**config.mk**
```make
export PLATFORM = sky130hd
export DESIGN_NAME = two_class_priority_queue_bank_unit_flat
export DESIGN_NICKNAME = d
export VERILOG_FILES = /design/src/rtl/tcpq_pkg.sv /design/src/rtl/tcpq_ifs.sv /design/src/rtl/tcpq_ram.sv /design/src/rtl/tcpq_rebuild.sv /design/src/rtl/two_class_priority_queue_bank_unit.sv /design/src/flat_wrapper.sv
export SDC_FILE = /design/constraint.sdc
export NUM_CORES = 2
export LEC_CHECK = 0
export BUFFER_PORTS_ARGS = -buffer_cell sky130_fd_sc_hd__buf_2
export CORE_ASPECT_RATIO = 2
export CORE_UTILIZATION = 59
export CTS_BUF_LIST = sky130_fd_sc_hd__clkbuf_8
export DETAILED_ROUTE_END_ITERATION = 8
export PLACE_DENSITY = 0.75
export SLEW_MARGIN = 40
export SYNTH_ARGS = -nofsm -noshare
export SYNTH_HDL_FRONTEND = slang
export SYNTH_SLANG_ARGS = --single-unit
```
**constraint.sdc**
```tcl
create_clock -name clk -period 10.6 [get_ports clk]
set_input_delay 2.12 -clock clk [delete_from_list [all_inputs] [get_ports clk]]
set_output_delay 2.12 -clock clk [all_outputs]
set_load 0.005 [all_outputs]
```
**src/rtl/tcpq_pkg.sv**
```systemverilog
// types and constants of the two-class priority queue bank
package tcpq_pkg;

  localparam int NUM_QUEUES  = 20;
  localparam int QUEUE_DEPTH = 5;
  localparam int TAG_WIDTH   = 16;

  // fixed field widths of the request and result
  localparam int QIDX_W      = 5;
  localparam int TAG_IN_W    = 16;
  localparam int STATUS_W    = 2;
  localparam int COUNT_OUT_W = 3;

  localparam int QA_W   = (NUM_QUEUES > 1) ? $clog2(NUM_QUEUES) : 1;
  localparam int CNT_W  = $clog2(QUEUE_DEPTH + 1);
  localparam int IDX_W  = (QUEUE_DEPTH > 1) ? $clog2(QUEUE_DEPTH) : 1;
  localparam int SLOT_W = TAG_WIDTH + 1;
  localparam int WORD_W = SLOT_W * QUEUE_DEPTH;

  typedef enum logic {
    OP_INSERT = 1'b0,
    OP_POP    = 1'b1
  } op_t;

  typedef enum logic [STATUS_W-1:0] {
    ST_OK      = 2'd0,
    ST_FULL    = 2'd1,
    ST_EMPTY   = 2'd2,
    ST_INVALID = 2'd3
  } status_t;

  typedef struct packed {
    logic                 urg;
    logic [TAG_WIDTH-1:0] tag;
  } slot_t;

  // what the rebuild unit needs to know about the current request
  typedef struct packed {
    logic                 pop;
    logic                 urgent;
    logic [TAG_WIDTH-1:0] tag;
    logic [CNT_W-1:0]     count;
  } tcpq_cmd_t;

endpackage

```
**src/rtl/tcpq_ifs.sv**
```systemverilog
// request and result channel interfaces of the priority queue bank
interface tcpq_in_if import tcpq_pkg::*; ();
  logic              valid;
  logic              ready;
  logic              op;
  logic [QIDX_W-1:0] queue_index;
  logic [TAG_IN_W-1:0] entry_tag;
  logic              urgent;

  modport source (output valid, op, queue_index, entry_tag, urgent, input ready);
  modport sink (input valid, op, queue_index, entry_tag, urgent, output ready);
endinterface

interface tcpq_out_if import tcpq_pkg::*; ();
  logic                   valid;
  logic                   ready;
  logic [STATUS_W-1:0]    status;
  logic [TAG_IN_W-1:0]    head_tag;
  logic                   head_urgent;
  logic [COUNT_OUT_W-1:0] count_after;

  modport source (output valid, status, head_tag, head_urgent, count_after, input ready);
  modport sink (input valid, status, head_tag, head_urgent, count_after, output ready);
endinterface

```
**src/rtl/tcpq_ram.sv**
```systemverilog
// generic single write port ram with registered read
module tcpq_ram #(
  parameter int WIDTH = 8,
  parameter int DEPTH = 16
) (
  input  logic                                     clk,
  input  logic                                     we,
  input  logic [((DEPTH > 1) ? $clog2(DEPTH) : 1)-1:0] waddr,
  input  logic [WIDTH-1:0]                         wdata,
  input  logic                                     re,
  input  logic [((DEPTH > 1) ? $clog2(DEPTH) : 1)-1:0] raddr,
  output logic [WIDTH-1:0]                         rdata
);

  logic [WIDTH-1:0] mem [DEPTH];

  always_ff @(posedge clk) begin
    if (we) begin
      mem[waddr] <= wdata;
    end
    if (re) begin
      rdata <= mem[raddr];
    end
  end

endmodule

```
**src/rtl/tcpq_rebuild.sv**
```systemverilog
// slot-serial rebuild of one queue word for an insert or a pop
module tcpq_rebuild import tcpq_pkg::*; (
  input  logic              clk,
  input  logic              rst,
  input  logic              load,
  input  logic [WORD_W-1:0] word_in,
  input  tcpq_cmd_t         cmd,
  output logic [WORD_W-1:0] word_out,
  output logic              done
);

  logic [WORD_W-1:0]        old_w;
  logic [WORD_W-1:0]        new_w;
  slot_t                    prev;
  logic                     found;
  logic                     busy;
  logic [IDX_W-1:0]         step;
  logic [WORD_W+SLOT_W-1:0] old_ext;
  logic [WORD_W+SLOT_W-1:0] new_ext;
  slot_t                    slot0;
  slot_t                    slot1;
  slot_t                    fresh;
  slot_t                    emit;
  logic                     hit;
  logic                     last;

  assign old_ext = {{SLOT_W{1'b0}}, old_w};
  assign slot0   = old_w[SLOT_W-1:0];
  assign slot1   = old_ext[2*SLOT_W-1:SLOT_W];

  assign fresh.urg = cmd.urgent;
  assign fresh.tag = cmd.tag;

  // insertion point: first normal entry for an urgent insert, else the tail
  assign hit  = (CNT_W'(step) == cmd.count) || (cmd.urgent && !slot0.urg);
  assign last = (step == IDX_W'(QUEUE_DEPTH - 1));

  always_comb begin
    if (cmd.pop) begin
      emit = slot1;
    end else if (found) begin
      emit = prev;
    end else if (hit) begin
      emit = fresh;
    end else begin
      emit = slot0;
    end
  end

  assign new_ext  = {emit, new_w};
  assign word_out = new_w;

  always_ff @(posedge clk) begin
    if (rst) begin
      busy  <= 1'b0;
      done  <= 1'b0;
      found <= 1'b0;
      step  <= '0;
    end else begin
      done <= 1'b0;
      if (load) begin
        busy  <= 1'b1;
        found <= 1'b0;
        step  <= '0;
      end else if (busy) begin
        if (hit) begin
          found <= 1'b1;
        end
        if (last) begin
          busy <= 1'b0;
          done <= 1'b1;
        end else begin
          step <= step + 1'b1;
        end
      end
    end
  end

  // old word drains from slot 0, new word fills from the top
  always_ff @(posedge clk) begin
    if (load) begin
      old_w <= word_in;
    end else if (busy) begin
      old_w <= old_ext[WORD_W+SLOT_W-1:SLOT_W];
      new_w <= new_ext[WORD_W+SLOT_W-1:SLOT_W];
      prev  <= slot0;
    end
  end

endmodule

```
**src/rtl/two_class_priority_queue_bank_unit.sv**
```systemverilog
// an accepted insert or pop that changes a queue has its word read from the ram, rebuilt
// one slot per cycle and written back as its result is registered
// a rejected request (full, empty or invalid index) skips the read and rebuild and goes to its result
// one request is in work at a time; the next is taken once the result is registered
// rst is synchronous: all queue counts clear, queue word storage is left as it is
module two_class_priority_queue_bank_unit import tcpq_pkg::*; (
  input logic         clk,
  input logic         rst,
  tcpq_in_if.sink     req,
  tcpq_out_if.source  rsp
);

  typedef enum logic [3:0] {
    S_IDLE = 4'b0001,
    S_LOAD = 4'b0010,
    S_STEP = 4'b0100,
    S_DONE = 4'b1000
  } state_t;

  state_t state;
  state_t state_next;

  logic [CNT_W-1:0]  counts [NUM_QUEUES];

  logic              accept;
  logic              q_ok;
  logic [QA_W-1:0]   rd_qaddr;
  logic [CNT_W-1:0]  cur_cnt;
  logic              is_pop;
  logic              is_full;
  logic              is_empty;
  logic              go_rebuild;
  logic              fire;

  // per-request registers
  logic [QA_W-1:0]   qaddr;
  logic              do_write;
  status_t           res_status;
  logic [CNT_W-1:0]  res_cnt;
  slot_t             head;
  tcpq_cmd_t         cmd;

  logic [WORD_W-1:0] ram_rdata;
  logic [WORD_W-1:0] rb_word;
  logic              rb_done;
  slot_t             rd_head;

  logic [CNT_W+COUNT_OUT_W-1:0] cnt_ext;

  logic                   out_valid;
  status_t                out_status;
  logic [TAG_IN_W-1:0]    out_tag;
  logic                   out_urg;
  logic [COUNT_OUT_W-1:0] out_cnt;

  assign req.ready = (state == S_IDLE);
  assign accept    = req.valid && req.ready;

  assign q_ok     = ({1'b0, req.queue_index} < (QIDX_W + 1)'(NUM_QUEUES));
  assign rd_qaddr = req.queue_index[QA_W-1:0];
  assign cur_cnt  = q_ok ? counts[rd_qaddr] : '0;
  assign is_pop   = (req.op == OP_POP);
  assign is_full  = (cur_cnt == CNT_W'(QUEUE_DEPTH));
  assign is_empty = (cur_cnt == '0);
  assign go_rebuild = q_ok && !(is_pop ? is_empty : is_full);

  assign fire    = (state == S_DONE) && (!out_valid || rsp.ready);
  assign rd_head = ram_rdata[SLOT_W-1:0];
  assign cnt_ext = {{COUNT_OUT_W{1'b0}}, res_cnt};

  always_comb begin
    state_next = state;
    case (state)
      S_IDLE: begin
        if (accept) begin
          state_next = go_rebuild ? S_LOAD : S_DONE;
        end
      end
      S_LOAD: begin
        state_next = S_STEP;
      end
      S_STEP: begin
        if (rb_done) begin
          state_next = S_DONE;
        end
      end
      S_DONE: begin
        if (fire) begin
          state_next = S_IDLE;
        end
      end
      default: begin
        state_next = S_IDLE;
      end
    endcase
  end

  always_ff @(posedge clk) begin
    if (rst) begin
      state     <= S_IDLE;
      out_valid <= 1'b0;
      for (int i = 0; i < NUM_QUEUES; i++) begin
        counts[i] <= '0;
      end
    end else begin
      state <= state_next;
      if (fire) begin
        out_valid <= 1'b1;
        if (do_write) begin
          counts[qaddr] <= res_cnt;
        end
      end else if (rsp.ready) begin
        out_valid <= 1'b0;
      end
    end
  end

  // request capture and outcome
  always_ff @(posedge clk) begin
    if (accept) begin
      qaddr      <= rd_qaddr;
      do_write   <= go_rebuild;
      head       <= '0;
      cmd.pop    <= is_pop;
      cmd.urgent <= req.urgent;
      cmd.tag    <= TAG_WIDTH'(req.entry_tag);
      cmd.count  <= cur_cnt;
      if (!q_ok) begin
        res_status <= ST_INVALID;
        res_cnt    <= '0;
      end else if (is_pop && is_empty) begin
        res_status <= ST_EMPTY;
        res_cnt    <= '0;
      end else if (!is_pop && is_full) begin
        res_status <= ST_FULL;
        res_cnt    <= cur_cnt;
      end else begin
        res_status <= ST_OK;
        res_cnt    <= is_pop ? (cur_cnt - 1'b1) : (cur_cnt + 1'b1);
      end
    end else if ((state == S_LOAD) && cmd.pop) begin
      head <= rd_head;
    end
  end

  always_ff @(posedge clk) begin
    if (fire) begin
      out_status <= res_status;
      out_tag    <= TAG_IN_W'(head.tag);
      out_urg    <= head.urg;
      out_cnt    <= cnt_ext[COUNT_OUT_W-1:0];
    end
  end

  tcpq_ram #(
    .WIDTH (WORD_W),
    .DEPTH (NUM_QUEUES)
  ) u_ram (
    .clk   (clk),
    .we    (fire && do_write),
    .waddr (qaddr),
    .wdata (rb_word),
    .re    (accept && go_rebuild),
    .raddr (rd_qaddr),
    .rdata (ram_rdata)
  );

  tcpq_rebuild u_rebuild (
    .clk      (clk),
    .rst      (rst),
    .load     (state == S_LOAD),
    .word_in  (ram_rdata),
    .cmd      (cmd),
    .word_out (rb_word),
    .done     (rb_done)
  );

  assign rsp.valid       = out_valid;
  assign rsp.status      = out_status;
  assign rsp.head_tag    = out_tag;
  assign rsp.head_urgent = out_urg;
  assign rsp.count_after = out_cnt;

endmodule

```
**src/flat_wrapper.sv**
```systemverilog
// flat-port wrapper written by rule: the top's interface ports become plain ports
module two_class_priority_queue_bank_unit_flat import tcpq_pkg::*;
  (clk, rst, req_valid, req_op, req_queue_index, req_entry_tag, req_urgent, req_ready, rsp_valid, rsp_status, rsp_head_tag, rsp_head_urgent, rsp_count_after, rsp_ready);
  tcpq_in_if req_i ();
  tcpq_out_if rsp_i ();
  input logic clk;
  input logic rst;
  input wire logic [$bits(req_i.valid)-1:0] req_valid;
  input wire logic [$bits(req_i.op)-1:0] req_op;
  input wire logic [$bits(req_i.queue_index)-1:0] req_queue_index;
  input wire logic [$bits(req_i.entry_tag)-1:0] req_entry_tag;
  input wire logic [$bits(req_i.urgent)-1:0] req_urgent;
  output wire logic [$bits(req_i.ready)-1:0] req_ready;
  output wire logic [$bits(rsp_i.valid)-1:0] rsp_valid;
  output wire logic [$bits(rsp_i.status)-1:0] rsp_status;
  output wire logic [$bits(rsp_i.head_tag)-1:0] rsp_head_tag;
  output wire logic [$bits(rsp_i.head_urgent)-1:0] rsp_head_urgent;
  output wire logic [$bits(rsp_i.count_after)-1:0] rsp_count_after;
  input wire logic [$bits(rsp_i.ready)-1:0] rsp_ready;
  assign req_i.valid = req_valid;
  assign req_i.op = req_op;
  assign req_i.queue_index = req_queue_index;
  assign req_i.entry_tag = req_entry_tag;
  assign req_i.urgent = req_urgent;
  assign req_ready = req_i.ready;
  assign rsp_valid = rsp_i.valid;
  assign rsp_status = rsp_i.status;
  assign rsp_head_tag = rsp_i.head_tag;
  assign rsp_head_urgent = rsp_i.head_urgent;
  assign rsp_count_after = rsp_i.count_after;
  assign rsp_i.ready = rsp_ready;
  two_class_priority_queue_bank_unit u_core (.clk(clk), .rst(rst), .req(req_i), .rsp(rsp_i));
endmodule
```
# Word level (Yosys, flattened, before mapping)
# Memories as Yosys holds them, arrays and structs flattened. A register that Yosys moved wholly into a read port is not among the register bits.
# Index checks and enable logic that the tools add are counted.
[totals]
ff_bits = 269
ram_bits = 1760
input_bits = 27
memories = 2
[op_classes]
addsub = 3
magnitude_cmp = 1
n_eq_ne = 10
mux = 33
n_bitwise = 4
reduce_logical = 26
[mem_list]
columns = ["name", "depth", "width", "rd", "rd_ports_with_merged_regs", "wr", "line_no", "rtl"]
rows = [
  ["u_core.u_ram.mem", 20, 85, 1, 1, 1, "tcpq_ram.sv:15", "logic [WIDTH-1:0] mem [DEPTH];"],
  ["u_core.counts", 20, 3, 1, 0, 20, "two_class_priority_queue_bank_unit.sv:23", "logic [CNT_W-1:0] counts [NUM_QUEUES];"],
]
[op_table]
columns = ["operator", "count"]
rows = [
  ["$mux 85", 2],
  ["$mux 17", 3],
  ["$mux 1", 18],
  ["$mux 4", 4],
  ["$pmux 4 s4", 1],
  ["$mux 3", 4],
  ["$logic_and 1x1->1", 9],
  ["$add 3x1->3 const B", 2],
  ["$eq 3x3->1 const B", 2],
  ["$reduce_and 2->1", 3],
  ["$reduce_or 3->1", 2],
  ["$lt 5x5->1 const B", 1],
  ["$mux 5", 1],
  ["$eq 4x1->1 const B", 1],
  ["$eq 4x2->1 const B", 1],
  ["$eq 4x3->1 const B", 1],
  ["$eq 4x4->1 const B", 1],
  ["$logic_not 1->1", 4],
  ["$ne 2x2->1 const B", 2],
  ["$not 1->1", 4],
  ["$reduce_bool 2->1", 2],
  ["$reduce_or 2->1", 2],
  ["$eq 3x3->1", 1],
  ["$logic_not 3->1", 1],
  ["other kinds (4)", 5],
]

# Depth between registers and ports, before layout
[logic_depth]
ltp_word = 9
ltp_mapped = 11

# By module
# A second synthesis with hierarchy kept.
[unflattened]
cells_unflattened = 4374
area_unflattened_um2 = 80623.6
[modules_own_cells]
columns = ["module", "instances", "cells_each", "area_per_inst_um2"]
rows = [
  ["tcpq_ram", 1, 3545, 67683.7],
  ["tcpq_rebuild", 1, 390, 7299.5],
  ["two_class_priority_queue_bank_unit", 1, 439, 5640.4],
]

# Least setup slack after synthesis
# Ideal clock, no wire load.
[synth_timing]
path_kind = "input -> register"
from = "in rsp_ready"
to = "mem u_core.counts[4][0] in the netlist's numbering (enable)"
setup_ps = 326
t_arrival_ps = 9921
t_required_ps = 10274
slack_ps = 353
path_stages = 7
cell_sequence = "nand2b_1 > nor2b_2 > and2_1 > buf_4 > nand2_1 > nor3_1 > or2_2"
[synth_lines]
columns = ["element", "line_no", "rtl"]
rows = [
  ["start: declaration", "flat_wrapper.sv:19", "input wire logic [$bits(rsp_i.ready)-1:0] rsp_ready;"],
  ["end: declaration", "two_class_priority_queue_bank_unit.sv:23", ""],
]

# Worst setup path after layout
[layout_timing]
from = "in req_queue_index[1]"
to = "reg u_core.u_ram.rdata[38] (read register of u_core.u_ram.mem) (enable)"
[layout_via]
elab_chain_cells = 7
word_cells_on_any_way = 9
[layout_rtl]
columns = ["element", "line_no", "rtl"]
rows = [
  ["start: declaration", "flat_wrapper.sv:10", "input wire logic [$bits(req_i.queue_index)-1:0] req_queue_index;"],
  ["$mem_v2 20x3 or $lt 5x5->1 (tied branches)", "-", ""],
  ["$mux 3", "two_class_priority_queue_bank_unit.sv:61", "assign cur_cnt = q_ok ? counts[rd_qaddr] : '0;"],
  ["$eq 3x3->1 or $logic_not 3->1 (tied branches)", "two_class_priority_queue_bank_unit.sv:63, two_class_priority_queue_bank_unit.sv:64", ""],
  ["$mux 1", "two_class_priority_queue_bank_unit.sv:65", "assign go_rebuild = q_ok && !(is_pop ? is_empty : is_full);"],
  ["$logic_not 1->1", "two_class_priority_queue_bank_unit.sv:65", ""],
  ["$logic_and 1x1->1 (*)", "two_class_priority_queue_bank_unit.sv:65", ""],
  ["$logic_and 1x1->1 (*)", "two_class_priority_queue_bank_unit.sv:163", ".re (accept && go_rebuild),"],
  ["via u_core.u_ram.re", "tcpq_ram.sv:10", "input logic re,"],
  ["end: declaration", "tcpq_ram.sv:12", "output logic [WIDTH-1:0] rdata"],
]
# Mark *: on every way through the listed nets, which the timed path passes. The rest lies on a longest branch.
# A chain may end at the register's enable or synchronous reset.

==> results.yml <==
status:
  status: "completed"
setup_path:
  crit_arrival_ns: 5.62
  worst_setup_path_start_kind: "input port"
  critical_path.n_buffers_inverters: 3
  critical_path_peak_fanout: 85
  worst_r2r_startpoint: "u_core.state[3]$_SDFFE_PP0P_"
  critical_path_class: "in -> reg"
  largest_stage_delay_on_the_critical_path_ns: 0.57
  worstPathCellList: "buf_8 -> buf_4 -> mux4_2 -> o211ai_1 -> a211oi_1 -> o21a_1 -> nor3_2 -> buf_12"
  crit_required_ns: 11.07
  critPathLaunch: "req_queue_index[1]"
  crit_family: "buffers and inverters"
  crit_slowest_cell: "mux4_2"
  critical_path.endpoint_type: "register"
global_routing:
  track_usage_pct: 26.2
  globalRoute.totalOverflow: 0
  grt_pass1_vias: 38300
  antenna_found_initial: 2
  grt_pass1_wl_um: 257000
  grt_max_degree: 90
clock_network:
  cts.sink_count: 2114
  post-cts-setup-buffer-count: 0
  ctsRootBufferMaster: "clkbuf_8"
  ctsResizeCount: 0
  clock_tree.htree_level_count: 5
  clock_latency_ns: 0.89
  cts_max_path_buffers: 4
  cts_tree: "done"
  cts_buffers: 272
  hold_buffers: 0
  clk_pin_slew_worst_paths_ns: 0.07
drt:
  drt_pass1_iterations: 6
  route.antenna.remaining_nets: 0
  drt-initial-drc-count: 4415
  routed-via-count: 37000
  drt-vias-per-instance: 6.55
  drc: 0
  routedWlPerCell_um: 31.4
  wirelength_um: 177000
die:
  die_h_um: 523
  core_area_mm2: 0.134
  dieArea_mm2: 0.137
  die_width_um: 262
  floorplan.initialDensity_pct: 59.6
  std_cell_rows: 190
  ioPinCount: 51
place:
  place_worst_setup_slack_ns: 4.47
  port_buffers: 50
  globalplace.congestion: 0.782
  detailed_place_hpwl_um: 85200
logic_synthesis:
  synthArstFlopShare_pct: 0
  synth_edf_count: 2086
  ys_dominant_reg_cell: "edfxtp_1"
  synth.distinct_cells: 63
  yosys_warnings: 0
  postSynthAreaPerCell_um2: 22.8
  mappedNetlistArea_mm2: 0.0801
  syn_inst: 3514
  seq_area_frac_synth_pct: 78.9
  synth.ff_latch_count: 2114
  synth_fp_nets: 3544
finish:
  final_core_util_pct: 65.2
  post_route_cells_drive_above_1_share_pct: 28.2
  nFillCells: 8237
  fin_nets: 3759
  p_r_area_growth_vs_syn_pct: 9.36
timing:
  timing_hold_violations_final: 0
  fin_hold_ws_ns: 0.424
  post-route-period-util_pct: 48.7
  setup_slack_of_the_critical_path_after_layout_ns: 5.44
  final.setup.tns_ns: 0
  normalized_max_slew_margin_pct: 37.3
  timing.final.max_slew_violations: 0
  rsz0062_at_grt: "no"
  clock.fmax_mhz: 194
  timing.final.crit_period_ns: 5.16
  fin_worst_skew_ns: 0.0580
  setup_viol: 0
  worstMarginPinSlew_ns: 0.941
power_and_ir_drop:
  power_leakage_nw: 27.8
  p_per_area_mw_per_mm2: 177
  peakVddDrop_mv: 0.107
hold_path:
  hp-start: "u_core.res_status[0]$_SDFFCE_PP1P_"
  worst_hold_path_type: "reg -> reg"
job:
  maxCapViolCount: 0
## state kept, by name, indices dropped and copies added (netlist names)
register                   count
u_core.counts                 60
u_core.u_rebuild.prev         17
u_core.u_rebuild.step          3
u_core.u_rebuild.busy          1
u_core.rsp.count_after         3
u_core.state                   4
u_core.rsp.head_tag           16
u_core.cmd                    21
u_core.rsp.status              2
u_core.rsp.head_urgent         1
u_core.do_write                1
u_core.u_rebuild.done          1
u_core.u_ram.rdata            85
u_core.u_rebuild.word_out     85
u_core.res_cnt                 3
u_core.u_ram.mem            1700
u_core.res_status              2
u_core.u_rebuild.found         1
u_core.rsp.valid               1
u_core.qaddr                   5
u_core.u_rebuild.old_w        85
u_core.head                   17
## worst reg2reg max path: cells and delay by family (launching register included)
| kind | cells | cell delay (ns) |
|---|---|---|
| simple gates | 5 | 1.66 |
| buf+inv | 3 | 1.65 |
| flops | 1 | 0.48 |
## metal layers
layer / GRT usage, % / wire [um] / vias up
li1: - / - / 15000
met1: 33.5 / 64600 / 19700
met2: 46.3 / 93200 / 1979
met3: 3.52 / 13500 / 357
met4: 9.98 / 5780 / 0
met5: 0 / 0 / -
## power breakdown
group | internal (mW) | switching, mW | total, mW
Combinational | 0.281 | 0.326 | 0.607
Sequential | 9.18 | 0.0674 | 9.25
Clock | 2.75 | 2.87 | 5.62
## final timing paths
path                                         to  slack, ns  depth (start not counted)
max            u_core.u_ram.rdata[38]$_DFFE_PP_       5.44                          8
min              u_core.rsp.status[0]$_DFFE_PP_       0.42                          0
max reg2reg  u_core.u_ram.mem[12][61]$_DFFE_PP_       6.41                          8
min reg2reg      u_core.rsp.status[0]$_DFFE_PP_       0.42                          0
## placed cells by master, fill, tap and decap left out, types with 44 or more instances in the layout
| master | n |
|---|---|
| nand2_1 | 281 |
| buf_2 | 45 |
| clkbuf_8 | 279 |
| a21oi_1 | 44 |
| clkinv_1 | 46 |
| mux2_2 | 85 |
| mux4_2 | 503 |
| inv_1 | 85 |
| edfxtp_1 | 2086 |
| nor2_1 | 78 |
## cell type report
cell class	count	area, um^2	area share, %
Antenna cell	2	5.00	0.00572
Clock buffer	278	3830	4.37
Clock inverter	184	1130	1.30
Inverter	10	37.5	0.0429
Multi-Input combinational cell	1210	15900	18.2
Sequential cell	2114	63200	72.2
Tap cell	1728	2160	2.47
Timing Repair Buffer	121	1270	1.45
## Yosys cell counts, types with 12 or more instances
library cell	count	area share (%)
nor3_1	12	0.075
and2_1	28	0.22
mux4_1	20	0.66
buf_2	26	0.16
buf_1	19	0.089
buf_6	21	0.30
mux2_2	85	1.2
mux4_2	503	14
or2_2	21	0.16
nand2_1	281	1.3
nor2_1	96	0.45
a21oi_1	44	0.28
buf_4	18	0.17
dfxtp_1	28	0.70
clkbuf_1	80	0.38
edfxtp_1	2086	78
o21ai_0	21	0.13
mux2i_1	24	0.30
## through the flow
step | power (mW) | cells | instance area [um^2]
after floorplan | 9.86 | 3514 | 80100
after global placement | 10.0 | 5172 | 82300
after detailed placement | 10.0 | 5178 | 82500
after CTS | 15.6 | 5640 | 87400
after global routing | 15.9 | 5646 | 87600
final | 15.5 | 5647 | 87600
## kinds of logic after synthesis
kind of cell,share of synthesized area (%)
flip-flops,78.9
multiplexers,16.3
AND/OR/NAND/NOR,2.67
buffers and inverters,1.40
AO/OA/AOI/OAI,0.574
XOR/XNOR,0.0656
adder cells (fa/ha/maj),0.0563
No activity file was read; power rests on OpenSTA's default activity.
